[config.mk]
export PLATFORM = sky130hd
export DESIGN_NAME = positional_list_store_core_flat
export DESIGN_NICKNAME = d
export VERILOG_FILES = /design/src/sv/plsc_pkg.sv /design/src/sv/plsc_req_if.sv /design/src/sv/plsc_rsp_if.sv /design/src/sv/positional_list_store_core.sv /design/src/sv/plsc_cell.sv /design/src/sv/plsc_find.sv /design/src/flat_wrapper.sv
export VERILOG_INCLUDE_DIRS = /design/src /design/src/sv
export SDC_FILE = /design/constraint.sdc
export NUM_CORES = 1
export LEC_CHECK = 0
export CAP_MARGIN = 20
export CORE_UTILIZATION = 44
export CTS_BUF_LIST = sky130_fd_sc_hd__clkbuf_8
export CTS_CLUSTER_SIZE = 12
export DETAILED_ROUTE_END_ITERATION = 12
export DONT_BUFFER_PORTS = 1
export PLACE_DENSITY = 0.7
export REMOVE_ABC_BUFFERS = 1
export SLEW_MARGIN = 20
export SYNTH_ARGS = -nofsm -noshare
export SYNTH_HDL_FRONTEND = slang
export SYNTH_SLANG_ARGS = --single-unit
[constraint.sdc]
create_clock -name clk_i -period 24.6 [get_ports clk_i]
set_input_delay 1.23 -clock clk_i [delete_from_list [all_inputs] [get_ports clk_i]]
set_output_delay 1.23 -clock clk_i [all_outputs]
set_load 0.05 [all_outputs]
[src/sv/positional_list_store_core_macros.svh]
// assertion macros shared by the list store
`ifndef POSITIONAL_LIST_STORE_CORE_MACROS_SVH
`define POSITIONAL_LIST_STORE_CORE_MACROS_SVH

// same-cycle implication, checked out of reset
`define PLSC_ASSERT_NOW(lbl, ante, cons, msg) \
  lbl: assert property (@(posedge clk_i) disable iff (!rst_ni) (ante) |-> (cons)) \
    else $error(msg);

// next-cycle implication, checked out of reset
`define PLSC_ASSERT_NEXT(lbl, ante, cons, msg) \
  lbl: assert property (@(posedge clk_i) disable iff (!rst_ni) (ante) |=> (cons)) \
    else $error(msg);

`endif

[src/sv/plsc_pkg.sv]
package plsc_pkg;

  localparam int unsigned CAP_DEFAULT = 8;
  localparam int unsigned CAP_MAX     = 64;
  // wide enough for any count up to the largest capacity
  localparam int unsigned CNT_MAX_W   = $clog2(CAP_MAX + 1);
  localparam int unsigned WORD_W      = 32;

  typedef enum logic [1:0] {
    KIND_INS  = 2'd0,
    KIND_DEL  = 2'd1,
    KIND_FIND = 2'd2,
    KIND_NONE = 2'd3
  } kind_e;

  typedef enum logic [1:0] {
    ST_OK    = 2'd0,
    ST_FULL  = 2'd1,
    ST_EMPTY = 2'd2,
    ST_RANGE = 2'd3
  } status_e;

  typedef enum logic [1:0] {
    OP_HOLD = 2'd0,
    OP_INS  = 2'd1,
    OP_DEL  = 2'd2
  } cell_op_e;

  // broadcast to every cell of the chain
  typedef struct packed {
    cell_op_e              op;
    logic [CNT_MAX_W-1:0]  tgt;
    logic [CNT_MAX_W-1:0]  cnt;
    logic [WORD_W-1:0]     word;
  } cell_ctrl_t;

endpackage

[src/sv/plsc_req_if.sv]
interface plsc_req_if;
  logic               valid;
  logic               ready;
  logic [1:0]         kind;
  logic [2:0]         position;
  logic signed [31:0] value;

  modport source (output valid, kind, position, value, input ready);
  modport sink   (input valid, kind, position, value, output ready);
endinterface

[src/sv/plsc_rsp_if.sv]
interface plsc_rsp_if;
  logic               valid;
  logic               ready;
  logic [1:0]         status;
  logic signed [31:0] removed_value;
  logic               found;
  logic [2:0]         found_index;
  logic [3:0]         count;

  modport source (output valid, status, removed_value, found, found_index, count,
                  input ready);
  modport sink   (input valid, status, removed_value, found, found_index, count,
                  output ready);
endinterface

[src/sv/positional_list_store_core.sv]
// channel | dir | modport | payload
// --------+-----+---------+---------------------------------------------------
// req_i   | in  | sink    | kind, position, value
// rsp_o   | out | source  | status, removed_value, found, found_index, count
//
// one request per cycle unless stalled: the cell row shifts and compares on accept
// the result shows in the response register in the cycle after the transfer
// a new request is taken while the held response is being taken in the same cycle
// reset clears the entry count and the response valid; cell words stay unwritten
// a stalled response blocks further requests until it is taken
module positional_list_store_core #(
  parameter int unsigned Capacity = plsc_pkg::CAP_DEFAULT
) (
  input  logic       clk_i,
  input  logic       rst_ni,
  plsc_req_if.sink   req_i,
  plsc_rsp_if.source rsp_o
);
  import plsc_pkg::*;

  `include "positional_list_store_core_macros.svh"

  localparam int unsigned IdxW = $clog2(Capacity);
  localparam int unsigned CntW = $clog2(Capacity + 1);
  // compare width covering both the 3-bit position and the count
  localparam int unsigned CmpW = (CntW > 3) ? CntW : 3;

  // list occupancy
  logic [CntW-1:0] count_q, count_d;

  // response register
  logic            rsp_vld_q;
  status_e         rsp_status_q, rsp_status_d;
  logic [WORD_W-1:0] rsp_removed_q, rsp_removed_d;
  logic            rsp_found_q, rsp_found_d;
  logic [2:0]      rsp_index_q, rsp_index_d;
  logic [3:0]      rsp_count_q, rsp_count_d;

  logic            accept;
  kind_e           kind;
  logic [CmpW-1:0] pos_ext, cnt_ext;
  logic [CntW-1:0] tgt;
  logic            full;
  cell_ctrl_t      ctrl;

  // cell row
  logic [WORD_W-1:0]   entry   [Capacity];
  logic [Capacity-1:0] match;
  logic                hit;
  logic [IdxW-1:0]     hit_idx;
  logic [IdxW+2:0]     hit_idx_ext;
  logic [CntW+3:0]     count_ext;

  // a new transfer is taken when the response slot is free or draining
  assign req_i.ready = !rsp_vld_q || rsp_o.ready;
  assign accept      = req_i.valid && req_i.ready;
  assign kind        = kind_e'(req_i.kind);

  assign pos_ext = CmpW'(req_i.position);
  assign cnt_ext = CmpW'(count_q);
  assign full    = (count_q == CntW'(Capacity));

  always_comb begin
    tgt           = '0;
    count_d       = count_q;
    rsp_status_d  = ST_OK;
    rsp_removed_d = '0;
    rsp_found_d   = 1'b0;
    rsp_index_d   = '0;
    ctrl.op       = OP_HOLD;
    unique case (kind)
      KIND_INS: begin
        if (full) begin
          rsp_status_d = ST_FULL;
        end else begin
          // a position past the end appends
          tgt     = (pos_ext > cnt_ext) ? count_q : CntW'(req_i.position);
          ctrl.op = accept ? OP_INS : OP_HOLD;
          count_d = count_q + CntW'(1);
        end
      end
      KIND_DEL: begin
        if (count_q == '0) begin
          rsp_status_d = ST_EMPTY;
        end else if (pos_ext >= cnt_ext) begin
          rsp_status_d = ST_RANGE;
        end else begin
          tgt           = CntW'(req_i.position);
          rsp_removed_d = entry[IdxW'(tgt)];
          ctrl.op       = accept ? OP_DEL : OP_HOLD;
          count_d       = count_q - CntW'(1);
        end
      end
      KIND_FIND: begin
        rsp_found_d = hit;
        rsp_index_d = hit_idx_ext[2:0];
      end
      default: begin
        // unused request kind: report the count only
      end
    endcase
    ctrl.tgt  = CNT_MAX_W'(tgt);
    ctrl.cnt  = CNT_MAX_W'(count_q);
    ctrl.word = req_i.value;
  end

  assign hit_idx_ext = (IdxW + 3)'(hit_idx);
  assign count_ext   = (CntW + 4)'(count_d);
  assign rsp_count_d = count_ext[3:0];

  // row of cells; the ends see the new word and their own word
  for (genvar k = 0; k < Capacity; k++) begin : g_cell
    logic [WORD_W-1:0] left, right;
    if (k == 0) begin : g_first
      assign left = ctrl.word;
    end else begin : g_mid_l
      assign left = entry[k-1];
    end
    if (k == Capacity - 1) begin : g_last
      assign right = entry[k];
    end else begin : g_mid_r
      assign right = entry[k+1];
    end
    plsc_cell #(
      .CellIdx (k)
    ) u_cell (
      .clk_i   (clk_i),
      .ctrl_i  (ctrl),
      .left_i  (left),
      .right_i (right),
      .entry_o (entry[k]),
      .match_o (match[k])
    );
  end

  plsc_find #(
    .Capacity (Capacity)
  ) u_find (
    .match_i (match),
    .found_o (hit),
    .index_o (hit_idx)
  );

  // count register
  always_ff @(posedge clk_i or negedge rst_ni) begin
    if (!rst_ni) begin
      count_q <= '0;
    end else if (accept) begin
      count_q <= count_d;
    end
  end

  // response valid
  always_ff @(posedge clk_i or negedge rst_ni) begin
    if (!rst_ni) begin
      rsp_vld_q <= 1'b0;
    end else if (accept) begin
      rsp_vld_q <= 1'b1;
    end else if (rsp_o.ready) begin
      rsp_vld_q <= 1'b0;
    end
  end

  // response payload, loaded on every request transfer
  always_ff @(posedge clk_i) begin
    if (accept) begin
      rsp_status_q  <= rsp_status_d;
      rsp_removed_q <= rsp_removed_d;
      rsp_found_q   <= rsp_found_d;
      rsp_index_q   <= rsp_index_d;
      rsp_count_q   <= rsp_count_d;
    end
  end

  assign rsp_o.valid         = rsp_vld_q;
  assign rsp_o.status        = rsp_status_q;
  assign rsp_o.removed_value = rsp_removed_q;
  assign rsp_o.found         = rsp_found_q;
  assign rsp_o.found_index   = rsp_index_q;
  assign rsp_o.count         = rsp_count_q;

  // occupancy never passes the row length
  `PLSC_ASSERT_NOW(a_count_cap, 1'b1, count_q <= CntW'(Capacity), "count above capacity")
  // a refused insert leaves the occupancy alone
  `PLSC_ASSERT_NEXT(a_full_hold, accept && kind == KIND_INS && full,
                    count_q == $past(count_q), "refused insert changed count")
  // every request transfer produces a pending response
  `PLSC_ASSERT_NEXT(a_rsp_loaded, accept, rsp_vld_q, "request without response")
  // a hit is only reported with an ok status
  `PLSC_ASSERT_NOW(a_found_ok, rsp_vld_q && rsp_found_q, rsp_status_q == ST_OK,
                   "hit with error status")

endmodule

[src/sv/plsc_cell.sv]
module plsc_cell #(
  parameter int unsigned CellIdx = 0
) (
  input  logic                       clk_i,
  input  plsc_pkg::cell_ctrl_t       ctrl_i,
  input  logic [plsc_pkg::WORD_W-1:0] left_i,
  input  logic [plsc_pkg::WORD_W-1:0] right_i,
  output logic [plsc_pkg::WORD_W-1:0] entry_o,
  output logic                       match_o
);
  import plsc_pkg::*;

  localparam logic [CNT_MAX_W-1:0] K      = CNT_MAX_W'(CellIdx);
  localparam logic [CNT_MAX_W-1:0] K_NEXT = CNT_MAX_W'(CellIdx + 1);

  logic [WORD_W-1:0] entry_q, entry_d;
  logic              entry_en;

  always_comb begin
    entry_d  = entry_q;
    entry_en = 1'b0;
    unique case (ctrl_i.op)
      OP_INS: begin
        if (K == ctrl_i.tgt) begin
          entry_d  = ctrl_i.word;
          entry_en = 1'b1;
        end else if (K > ctrl_i.tgt && K <= ctrl_i.cnt) begin
          // make room: take the word from the lower neighbor
          entry_d  = left_i;
          entry_en = 1'b1;
        end
      end
      OP_DEL: begin
        if (K >= ctrl_i.tgt && K_NEXT < ctrl_i.cnt) begin
          entry_d  = right_i;
          entry_en = 1'b1;
        end
      end
      default: begin
      end
    endcase
  end

  always_ff @(posedge clk_i) begin
    if (entry_en) begin
      entry_q <= entry_d;
    end
  end

  assign entry_o = entry_q;
  // only occupied cells may report a hit
  assign match_o = (entry_q == ctrl_i.word) && (K < ctrl_i.cnt);

endmodule

[src/sv/plsc_find.sv]
module plsc_find #(
  parameter int unsigned Capacity = plsc_pkg::CAP_DEFAULT,
  localparam int unsigned IdxW    = $clog2(Capacity)
) (
  input  logic [Capacity-1:0] match_i,
  output logic                found_o,
  output logic [IdxW-1:0]     index_o
);
  import plsc_pkg::*;

  // highest matching cell wins
  always_comb begin
    index_o = '0;
    for (int unsigned i = 0; i < Capacity; i++) begin
      if (match_i[i]) begin
        index_o = IdxW'(i);
      end
    end
  end

  assign found_o = |match_i;

endmodule

[src/flat_wrapper.sv]
// flat-port wrapper written by rule: the top's interface ports become plain ports
module positional_list_store_core_flat import plsc_pkg::*;
#(
  parameter int unsigned Capacity = plsc_pkg::CAP_DEFAULT
)
  (clk_i, rst_ni, req_i_valid, req_i_kind, req_i_position, req_i_value, req_i_ready, rsp_o_valid, rsp_o_status, rsp_o_removed_value, rsp_o_found, rsp_o_found_index, rsp_o_count, rsp_o_ready);
  plsc_req_if req_i_i ();
  plsc_rsp_if rsp_o_i ();
  input  logic clk_i;
  input  logic rst_ni;
  input wire logic [$bits(req_i_i.valid)-1:0] req_i_valid;
  input wire logic [$bits(req_i_i.kind)-1:0] req_i_kind;
  input wire logic [$bits(req_i_i.position)-1:0] req_i_position;
  input wire logic [$bits(req_i_i.value)-1:0] req_i_value;
  output wire logic [$bits(req_i_i.ready)-1:0] req_i_ready;
  output wire logic [$bits(rsp_o_i.valid)-1:0] rsp_o_valid;
  output wire logic [$bits(rsp_o_i.status)-1:0] rsp_o_status;
  output wire logic [$bits(rsp_o_i.removed_value)-1:0] rsp_o_removed_value;
  output wire logic [$bits(rsp_o_i.found)-1:0] rsp_o_found;
  output wire logic [$bits(rsp_o_i.found_index)-1:0] rsp_o_found_index;
  output wire logic [$bits(rsp_o_i.count)-1:0] rsp_o_count;
  input wire logic [$bits(rsp_o_i.ready)-1:0] rsp_o_ready;
  assign req_i_i.valid = req_i_valid;
  assign req_i_i.kind = req_i_kind;
  assign req_i_i.position = req_i_position;
  assign req_i_i.value = req_i_value;
  assign req_i_ready = req_i_i.ready;
  assign rsp_o_valid = rsp_o_i.valid;
  assign rsp_o_status = rsp_o_i.status;
  assign rsp_o_removed_value = rsp_o_i.removed_value;
  assign rsp_o_found = rsp_o_i.found;
  assign rsp_o_found_index = rsp_o_i.found_index;
  assign rsp_o_count = rsp_o_i.count;
  assign rsp_o_i.ready = rsp_o_ready;
  positional_list_store_core #(.Capacity(Capacity)) u_core (.clk_i(clk_i), .rst_ni(rst_ni), .req_i(req_i_i), .rsp_o(rsp_o_i));
endmodule
==> metrics.txt, run 1 <==
# TYPE chip_impl_metric gauge
chip_impl_info{name="yosys-top-cells-area",value="sky130_fd_sc_hd__edfxtp_1 (45%), sky130_fd_sc_hd__a221o_1 (9.7%), sky130_fd_sc_hd__xnor2_1 (7.4%)"} 1
chip_impl_metric{name="port-buffer-count",unit=""} 0
chip_impl_metric{name="floorplan.initialDensity",unit="%"} 44.8
chip_impl_metric{name="finalWirelength",unit="mm"} 63.1
chip_impl_metric{name="postCtsResizedCells",unit=""} 0
chip_impl_metric{name="max_freq",unit="MHz"} 182
chip_impl_metric{name="drv_slew",unit=""} 0
chip_impl_metric{name="timing.hold.ws",unit="ns"} 0.270
chip_impl_metric{name="setup_viol_count_final",unit=""} 0
chip_impl_info{name="worstPathCellList",value="inv_1 -> ha_1 -> nor2b_1 -> o31ai_1 -> nand4_1 -> buf_4 -> or2_2 -> inv_1 -> ha_4 -> o21bai_1 -> or2_2 -> a211oi_4 -> buf_4"} 1
chip_impl_metric{name="route.met2.wl",unit="mm"} 28.3
chip_impl_metric{name="placed_cells",unit=""} 2016
chip_impl_metric{name="detailedPlacementHpwl",unit="mm"} 40.0
chip_impl_info{name="highest_signal_layer",value="met5"} 1
chip_impl_metric{name="drt_first_pass_iters",unit=""} 8
chip_impl_metric{name="die_width",unit="µm"} 214
chip_impl_metric{name="post_synth_edffs",unit=""} 298
chip_impl_metric{name="slew_headroom",unit="%"} 29.9
chip_impl_metric{name="num_vias",unit=""} 14400
chip_impl_metric{name="htreeDepth",unit=""} 2
chip_impl_metric{name="fp.dieH",unit="µm"} 214
chip_impl_metric{name="async_reset_ff_share",unit="%"} 1.65
chip_impl_metric{name="synth.cell_area",unit="mm²"} 0.0198
chip_impl_metric{name="drt_drc_violations_left",unit=""} 0
chip_impl_metric{name="synth_cells",unit=""} 1585
chip_impl_metric{name="worst_skew_pair.late_latency",unit="ns"} 0.67
chip_impl_metric{name="cts_setup_buffers",unit=""} 0
chip_impl_metric{name="finish.instance_area",unit="mm²"} 0.0210
chip_impl_metric{name="crit_required",unit="ns"} 24.88
chip_impl_info{name="reg2reg_from",value="u_core.cnt_ext[1]"} 1
chip_impl_metric{name="drt_iter0_drc",unit=""} 1958
chip_impl_info{name="cts_root_buf",value="sky130_fd_sc_hd__clkbuf_8"} 1
chip_impl_metric{name="gp_congestion",unit=""} 1.01
chip_impl_metric{name="clock_path_buffers",unit=""} 3
chip_impl_metric{name="hold_violations",unit=""} 0
chip_impl_metric{name="tns",unit="ns"} 0
chip_impl_metric{name="synthDistinctLibCells",unit=""} 61
chip_impl_info{name="endpoint_class_of_the_critical_path",value="flip-flop"} 1
chip_impl_metric{name="power.leakage",unit="µW"} 0.00686
chip_impl_metric{name="largest_fanout_on_the_critical_path",unit=""} 78
chip_impl_info{name="critical_path_s_slowest_cell",value="sky130_fd_sc_hd__ha_4"} 1
chip_impl_metric{name="final_antenna_net_count",unit=""} 0
chip_impl_metric{name="gr-usage-all-layers",unit="%"} 27.1
chip_impl_metric{name="synth.ff_latch_count",unit=""} 303
chip_impl_metric{name="first_global_vias",unit=""} 13700
chip_impl_info{name="grt_setup_unrepaired",value="no"} 1
chip_impl_metric{name="finalNetCount",unit=""} 1529
chip_impl_metric{name="synth.top_cell.area_share",unit="%"} 45.1
chip_impl_info{name="result_of_the_run",value="finished, final reports clean"} 1
chip_impl_info{name="setup.worst_path.class",value="flip-flop to flip-flop"} 1
chip_impl_metric{name="post_drt_via_cell_ratio",unit=""} 6.79
chip_impl_metric{name="place_area",unit="mm²"} 0.0200
chip_impl_metric{name="final.setup_skew",unit="ns"} 0.0381
chip_impl_info{name="yosysTopAreaCell",value="sky130_fd_sc_hd__edfxtp_1"} 1
chip_impl_metric{name="fp.coreArea",unit="mm²"} 0.0443
chip_impl_info{name="startpoint_of_the_most_critical_setup_path",value="u_core.cnt_ext[1]"} 1
chip_impl_info{name="setup.worst_path.start_class",value="flip-flop"} 1
chip_impl_metric{name="dp_worst_setup_slack",unit="ns"} 18.95
chip_impl_metric{name="fin_crit_sh",unit="%"} 22.3
chip_impl_metric{name="holdBufCountCts",unit=""} 0
chip_impl_metric{name="num_rows",unit=""} 77
chip_impl_info{name="worstHoldPathType",value="input port to async pin"} 1
chip_impl_metric{name="max_slew.worst_pin.slew",unit="ns"} 1.05
chip_impl_metric{name="die-area",unit="mm²"} 0.0460
chip_impl_metric{name="seqCellArea",unit="mm²"} 0.00907
chip_impl_metric{name="irDropWorstVdd",unit="µV"} 55.3
chip_impl_metric{name="avgSynthCellArea",unit="µm²"} 12.5
chip_impl_metric{name="wirelength_met1",unit="mm"} 24.9
chip_impl_metric{name="numClockSinks",unit=""} 303
chip_impl_metric{name="synthToLayoutAreaGrowth",unit="%"} 5.57
chip_impl_metric{name="worst_setup_hold_path_clk_slew",unit="ns"} 0.05
chip_impl_metric{name="global_route_congestion_overflow_total",unit=""} 0
chip_impl_metric{name="grt_pass1_wl",unit="mm"} 92.6
chip_impl_metric{name="layout-drive-gt1-share",unit="%"} 15.2
chip_impl_metric{name="critical_path_buf_inv_count",unit=""} 4
chip_impl_metric{name="antenna_cell_count",unit=""} 0
chip_impl_metric{name="routed-wl-met3",unit="mm"} 7.61
chip_impl_metric{name="cellPowerDensity",unit="mW/mm²"} 71.7
chip_impl_metric{name="footprint_of_the_multi_input_gates",unit="mm²"} 0.00999
chip_impl_metric{name="io_pins",unit=""} 85
chip_impl_info{name="critical_path.top_delay_family",value="buffers and inverters"} 1
chip_impl_metric{name="grt_start_max_net_pins",unit=""} 105
chip_impl_metric{name="timing.final.crit_period",unit="ns"} 5.48
chip_impl_metric{name="critical-path-max-stage-delay",unit="ns"} 0.70
chip_impl_metric{name="grt_antenna_before_repair",unit=""} 1
chip_impl_metric{name="synth-seq-area-share",unit="%"} 45.7
chip_impl_info{name="tritoncts_clock_tree",value="built"} 1
chip_impl_metric{name="numCtsBuffers",unit=""} 53
chip_impl_metric{name="critPathArrivalTime",unit="ns"} 5.76
chip_impl_metric{name="max_cap_viols",unit=""} 0
chip_impl_info{name="most_instantiated_flip_flop_cell_in_the_synthesis_netlist",value="sky130_fd_sc_hd__edfxtp_1"} 1
chip_impl_metric{name="synth.yosys.warnings",unit=""} 0
chip_impl_metric{name="finish.cell_count_without_fillers",unit=""} 2112
chip_impl_metric{name="nFillCells",unit=""} 4000
chip_impl_metric{name="avgRoutedWirePerCell",unit="µm"} 29.9
chip_impl_metric{name="layout_setup_ws",unit="ns"} 19.12
-- Yosys cell counts, types with 2 or more instances --
cell                        number
sky130_fd_sc_hd__a2111oi_0       2
sky130_fd_sc_hd__a211oi_1        2
sky130_fd_sc_hd__a21o_1         32
sky130_fd_sc_hd__a21o_4          2
sky130_fd_sc_hd__a21oi_1        16
sky130_fd_sc_hd__a221o_1       193
sky130_fd_sc_hd__and2_1          2
sky130_fd_sc_hd__and3_1          5
sky130_fd_sc_hd__buf_1          13
sky130_fd_sc_hd__buf_2          27
sky130_fd_sc_hd__buf_4           4
sky130_fd_sc_hd__buf_6          12
sky130_fd_sc_hd__clkbuf_1      128
sky130_fd_sc_hd__dfrtp_1         5
sky130_fd_sc_hd__edfxtp_1      298
sky130_fd_sc_hd__ha_1            9
sky130_fd_sc_hd__inv_1           8
sky130_fd_sc_hd__mux2_2         32
sky130_fd_sc_hd__mux2i_1        33
sky130_fd_sc_hd__mux4_2         64
sky130_fd_sc_hd__nand2_1        16
sky130_fd_sc_hd__nand2b_1        3
sky130_fd_sc_hd__nand3_1        11
sky130_fd_sc_hd__nand4_1        44
sky130_fd_sc_hd__nor2_1         42
sky130_fd_sc_hd__nor2_4          5
sky130_fd_sc_hd__nor2b_1        37
sky130_fd_sc_hd__nor3_1         11
sky130_fd_sc_hd__nor3b_1       174
sky130_fd_sc_hd__nor3b_2        19
sky130_fd_sc_hd__nor4_1         28
sky130_fd_sc_hd__o21a_1          2
sky130_fd_sc_hd__o21ai_0        11
sky130_fd_sc_hd__o31ai_1         6
sky130_fd_sc_hd__o41ai_1         2
sky130_fd_sc_hd__or2_2           2
sky130_fd_sc_hd__or4_1           3
sky130_fd_sc_hd__xnor2_1       168
sky130_fd_sc_hd__xor2_1         92
-- layer usage --
| layer | vias up | track usage [%] |
|---|---|---|
| li1 | 6063 | - |
| met3 | 146 | 7.96 |
| met2 | 939 | 40.8 |
| met4 | 2 | 10.6 |
| met1 | 7201 | 36.8 |
| met5 | - | 0 |
-- flip-flops by register name, indices dropped and copies added (netlist names) --
register,count
u_core.rsp_o.removed_value,32
u_core.cnt_ext,4
u_core.rsp_o.valid,1
u_core.rsp_o.status,2
u_core.rsp_o.found,1
u_core.g_cell.u_cell.entry_o,256
u_core.rsp_o.count,4
u_core.rsp_o.found_index,3
-- layout by cell type (no fill, tap or decap), drive strengths merged, types with 6 or more instances in the layout --
master / instances
nor4: 28
and3: 6
inv: 29
xor2: 92
o21ai: 12
buf: 23
edfxtp: 298
o31ai: 6
xnor2: 168
a21o: 34
mux2: 32
mux4: 64
nor2: 47
clkinv: 20
nand4: 44
nor3b: 193
nand3: 11
a221o: 193
nor3: 13
nand2: 17
a21oi: 16
mux2i: 33
nor2b: 37
ha: 9
clkbuf: 53
-- where the power goes --
part           leakage (µW)  switching [µW]  internal, µW  total, µW
combinational       0.00353             239           158        398
sequential          0.00278            54.7           614        669
clock              0.000553             225           211        436
-- stage by stage --
step,total power (µW),utilization (%)
2_1_floorplan,967,-
3_3_place_gp,1060,45.2
3_5_place_dp,1070,45.2
4_1_cts,1500,47.3
5_1_grt,1560,47.3
6_report,1500,47.3
-- kinds of logic (layout without fill, tap and decap cells) --
family,count (synthesis),in the layout,share of synthesized area (%)
buffers and inverters,192,127,4.33
flip-flops,303,303,45.7
AND/OR/NAND/NOR,411,411,14.2
multiplexers,129,129,10.7
XOR/XNOR,260,260,11.5
adder cells (fa/ha/maj),9,9,0.567
AO/OA/AOI/OAI,281,281,13.0
-- worst paths after layout --
| check | endpoint | slack, ns | cells after the start |
|---|---|---|---|
| setup / recovery | u_core.g_cell[2].u_cell.entry_o[2] | 19.12 | 13 |
| hold / removal | u_core.cnt_ext[1] | 0.27 | 0 |
| setup reg to reg | u_core.g_cell[2].u_cell.entry_o[2] | 19.12 | 13 |
| hold reg to reg | u_core.g_cell[0].u_cell.entry_o[12] | 0.62 | 1 |
| max in group asynchronous | u_core.rsp_o.valid | 24.26 | 0 |
| min in group clk_i | u_core.g_cell[0].u_cell.entry_o[12] | 0.62 | 1 |
-- worst reg2reg max path: stages, from the launching register on --
cell	delay, ns
sky130_fd_sc_hd__dfrtp_1	0.69
sky130_fd_sc_hd__inv_1	0.22
sky130_fd_sc_hd__ha_1	0.38
sky130_fd_sc_hd__nor2b_1	0.17
sky130_fd_sc_hd__o31ai_1	0.32
sky130_fd_sc_hd__nand4_1	0.13
sky130_fd_sc_hd__buf_4	0.33
sky130_fd_sc_hd__or2_2	0.37
sky130_fd_sc_hd__inv_1	0.10
sky130_fd_sc_hd__ha_4	0.70
sky130_fd_sc_hd__o21bai_1	0.41
sky130_fd_sc_hd__or2_2	0.43
sky130_fd_sc_hd__a211oi_4	0.22
sky130_fd_sc_hd__buf_4	0.61
-- area by class of cell --
class,instances,share of cell area (%)
sequential,303,43.3
clock inverter,43,1.00
multi-input combinational,1090,47.7
clock buffer,53,3.48
tap,592,3.54
inverter,8,0.143
timing repair buffer,23,0.824
Power figures use the tool's default switching activity.
==> run 2, diff against run 1 <==
==> constraint.sdc (replaced) <==
create_clock -name clk_i -period 5.29 [get_ports clk_i]
set_input_delay 0.2645 -clock clk_i [delete_from_list [all_inputs] [get_ports clk_i]]
set_output_delay 0.2645 -clock clk_i [all_outputs]
set_load 0.05 [all_outputs]
==> run 2 against run 1 <==
Compared with the run above: utilization rose by 1.2 points; routed wire length up 4.0%; clock skew is 0.00070 ns lower; final area is 2.5% higher; register-to-register slack lost 18 ns; non-clock buffer count up 46; final cell count grew 2.0%.
==> metrics.txt, run 2 (same netlist as run 1, synthesis figures left out) <==
# TYPE chip_impl_metric gauge
chip_impl_info{name="most_common_cell_after_layout_fill_and_taps_aside",value="sky130_fd_sc_hd__edfxtp_1"} 1
chip_impl_info{name="worstPathCellList",value="inv_1 -> ha_1 -> nor2b_1 -> o31ai_1 -> nand4_1 -> or2_2 -> inv_1 -> ha_4 -> o21bai_1 -> or2_2 -> a221oi_4 -> buf_4"} 1
chip_impl_metric{name="grt_antenna_before_repair",unit=""} 0
chip_impl_metric{name="layout-drive-gt1-share",unit="%"} 15.0
chip_impl_metric{name="irDropWorstVdd",unit="µV"} 186
chip_impl_metric{name="slew_headroom",unit="%"} 38.7
chip_impl_info{name="cts_root_buf",value="sky130_fd_sc_hd__clkbuf_8"} 1
chip_impl_metric{name="num_vias",unit=""} 14900
chip_impl_metric{name="die-area",unit="mm²"} 0.0460
chip_impl_metric{name="power.total",unit="µW"} 7050
chip_impl_info{name="hp-start",value="req_i_position[0]"} 1
chip_impl_metric{name="io_pins",unit=""} 85
chip_impl_metric{name="floorplan.initialDensity",unit="%"} 44.8
chip_impl_info{name="whs_endpoint",value="u_core.rsp_o.removed_value[24]"} 1
chip_impl_info{name="setup.worst_path.start_class",value="flip-flop"} 1
chip_impl_metric{name="htreeDepth",unit=""} 2
chip_impl_metric{name="layout_setup_ws",unit="ns"} 0.975
chip_impl_metric{name="pwr-share-comb",unit="%"} 27.3
chip_impl_metric{name="finalNetCount",unit=""} 1574
chip_impl_metric{name="drt_first_pass_iters",unit=""} 8
chip_impl_info{name="critical_path.top_delay_family",value="simple AND/OR/NAND/NOR gates"} 1
chip_impl_metric{name="setup_viol_count_final",unit=""} 0
chip_impl_metric{name="ff2ff_setup_slack",unit="ns"} 0.97
chip_impl_metric{name="timing.final.crit_period",unit="ns"} 4.32
chip_impl_metric{name="placed_cells",unit=""} 2022
chip_impl_metric{name="critical_path_buf_inv_count",unit=""} 3
chip_impl_metric{name="drv_slew",unit=""} 0
chip_impl_metric{name="max_freq",unit="MHz"} 232
chip_impl_metric{name="port-buffer-count",unit=""} 0
chip_impl_metric{name="critical-path-max-stage-delay",unit="ns"} 0.64
chip_impl_metric{name="max_cap_viols",unit=""} 0
chip_impl_metric{name="fp.coreArea",unit="mm²"} 0.0443
chip_impl_metric{name="p_seq_share",unit="%"} 44.0
chip_impl_metric{name="fp.dieH",unit="µm"} 214
chip_impl_metric{name="crit_required",unit="ns"} 5.59
chip_impl_info{name="layout_common_cells",value="sky130_fd_sc_hd__edfxtp_1 (298), sky130_fd_sc_hd__a221o_1 (193), sky130_fd_sc_hd__nor3b_1 (173)"} 1
chip_impl_metric{name="antenna_cell_count",unit=""} 0
chip_impl_metric{name="detailedPlacementHpwl",unit="mm"} 40.4
chip_impl_metric{name="cts_setup_buffers",unit=""} 0
chip_impl_info{name="setup.worst_path.class",value="flip-flop to flip-flop"} 1
chip_impl_metric{name="gp_congestion",unit=""} 0.981
chip_impl_metric{name="worst_skew_pair.late_latency",unit="ns"} 0.67
chip_impl_metric{name="avgRoutedWirePerCell",unit="µm"} 30.5
chip_impl_metric{name="hold_depth",unit=""} 3
chip_impl_metric{name="hold_violations",unit=""} 0
chip_impl_metric{name="numCtsBuffers",unit=""} 52
chip_impl_metric{name="final_antenna_net_count",unit=""} 0
chip_impl_metric{name="finish.cell_count_without_fillers",unit=""} 2154
chip_impl_metric{name="die_width",unit="µm"} 214
chip_impl_metric{name="first_global_vias",unit=""} 14200
chip_impl_metric{name="numClockSinks",unit=""} 303
chip_impl_metric{name="worst_setup_hold_path_clk_slew",unit="ns"} 0.07
chip_impl_info{name="r2r_end",value="u_core.g_cell[3].u_cell.entry_o[19]"} 1
chip_impl_info{name="grt_setup_unrepaired",value="no"} 1
chip_impl_metric{name="p_sw",unit="µW"} 2450
chip_impl_metric{name="max_slew.worst_pin.slew",unit="ns"} 0.919
chip_impl_metric{name="fin_crit_sh",unit="%"} 81.6
chip_impl_info{name="critical_path_s_slowest_cell",value="sky130_fd_sc_hd__dfrtp_1"} 1
chip_impl_metric{name="largest_reg_flops",unit=""} 256
chip_impl_metric{name="grt_pass1_wl",unit="mm"} 96.1
chip_impl_metric{name="largest_fanout_on_the_critical_path",unit=""} 16
chip_impl_metric{name="post_drt_via_cell_ratio",unit=""} 6.92
chip_impl_metric{name="synthToLayoutAreaGrowth",unit="%"} 8.22
chip_impl_info{name="result_of_the_run",value="finished, final reports clean"} 1
chip_impl_metric{name="drt_iter0_drc",unit=""} 2363
chip_impl_info{name="tritoncts_clock_tree",value="built"} 1
chip_impl_metric{name="grt_start_max_net_pins",unit=""} 142
chip_impl_metric{name="critPathArrivalTime",unit="ns"} 4.62
chip_impl_metric{name="drt_drc_violations_left",unit=""} 0
chip_impl_info{name="endpoint_class_of_the_critical_path",value="flip-flop"} 1
chip_impl_metric{name="global_route_congestion_overflow_total",unit=""} 0
chip_impl_metric{name="finalWirelength",unit="mm"} 65.6
chip_impl_metric{name="power.leakage",unit="µW"} 0.00708
chip_impl_metric{name="finish.instance_area",unit="mm²"} 0.0215
chip_impl_metric{name="final_util",unit="%"} 48.5
chip_impl_metric{name="switching_share",unit="%"} 34.7
chip_impl_metric{name="place_area",unit="mm²"} 0.0201
chip_impl_metric{name="r2r.worst_path.cells",unit=""} 12
chip_impl_info{name="worstHoldPathType",value="input port to flip-flop"} 1
chip_impl_metric{name="power_report.internal_total",unit="µW"} 4610
chip_impl_metric{name="clock_power_share",unit="%"} 28.6
chip_impl_metric{name="dp_worst_setup_slack",unit="ns"} 1.09
chip_impl_metric{name="final.setup_skew",unit="ns"} 0.0374
chip_impl_metric{name="cellPowerDensity",unit="mW/mm²"} 328
chip_impl_metric{name="clock_path_buffers",unit=""} 3
chip_impl_info{name="reg2reg_from",value="u_core.cnt_ext[1]"} 1
chip_impl_metric{name="gr-usage-all-layers",unit="%"} 28.0
chip_impl_metric{name="num_rows",unit=""} 77
## run 2: repair_timing
action | in CTS | in global routing
hold buffers | 40 | 0
resized for setup | 0 | 0
hold endpoints to repair | 76 | 0
## run 2: tightest hold or removal path: stages
cell and delay (ns):
sky130_fd_sc_hd__mux4_2 0.16, sky130_fd_sc_hd__mux2i_1 0.06, sky130_fd_sc_hd__nor2_1 0.07
## run 2: how the worst max path moves through the flow
stage                                 start                                   to  slack (ns)  cells after the start
after global routing      u_core.cnt_ext[1]  u_core.g_cell[3].u_cell.entry_o[19]        0.79                     12
after global placement    u_core.cnt_ext[1]  u_core.g_cell[3].u_cell.entry_o[19]        1.18                     12
final                     u_core.cnt_ext[1]  u_core.g_cell[3].u_cell.entry_o[19]        0.97                     12
after detailed placement  u_core.cnt_ext[1]  u_core.g_cell[7].u_cell.entry_o[12]        1.09                     12
after floorplan           u_core.cnt_ext[1]   u_core.g_cell[0].u_cell.entry_o[0]      -17.04                      9
after CTS                 u_core.cnt_ext[1]  u_core.g_cell[3].u_cell.entry_o[19]        1.05                     12
## run 2: layout make-up
class	instances	area (µm²)
clock buffer	53	729
tap	592	741
fill	3905	22800
inverter	8	30.0
multi-input combinational	1090	9990
timing repair buffer	69	723
clock inverter	39	186
sequential	303	9070
## run 2: per-stage QoR
step                hold slack, ns  TNS [ns]
floorplan                  -0.0311  -4438.99
global placement           -0.0309         0
detailed placement         -0.0309         0
CTS                        0.00757         0
global route                0.0438         0
finish                      0.0255         0
## run 2: layer usage
layer	track usage (%)	wire length, µm	part of all wire (%)	vias up
li1	-	-	-	6150
met1	38.3	26000	40	7505
met2	42.8	29600	45	1079
met3	5.72	7130	11	167
met4	12.5	2930	4.5	0
met5	0	0	0	-
## run 2: power groups by stage
stage,clock network [µW],registers [µW],logic (µW)
global route,2130,3120,2040
global placement,0,3150,1770
CTS,2030,3100,1880
finish,2020,3110,1930
floorplan,0,3120,1380
detailed placement,0,3150,1820
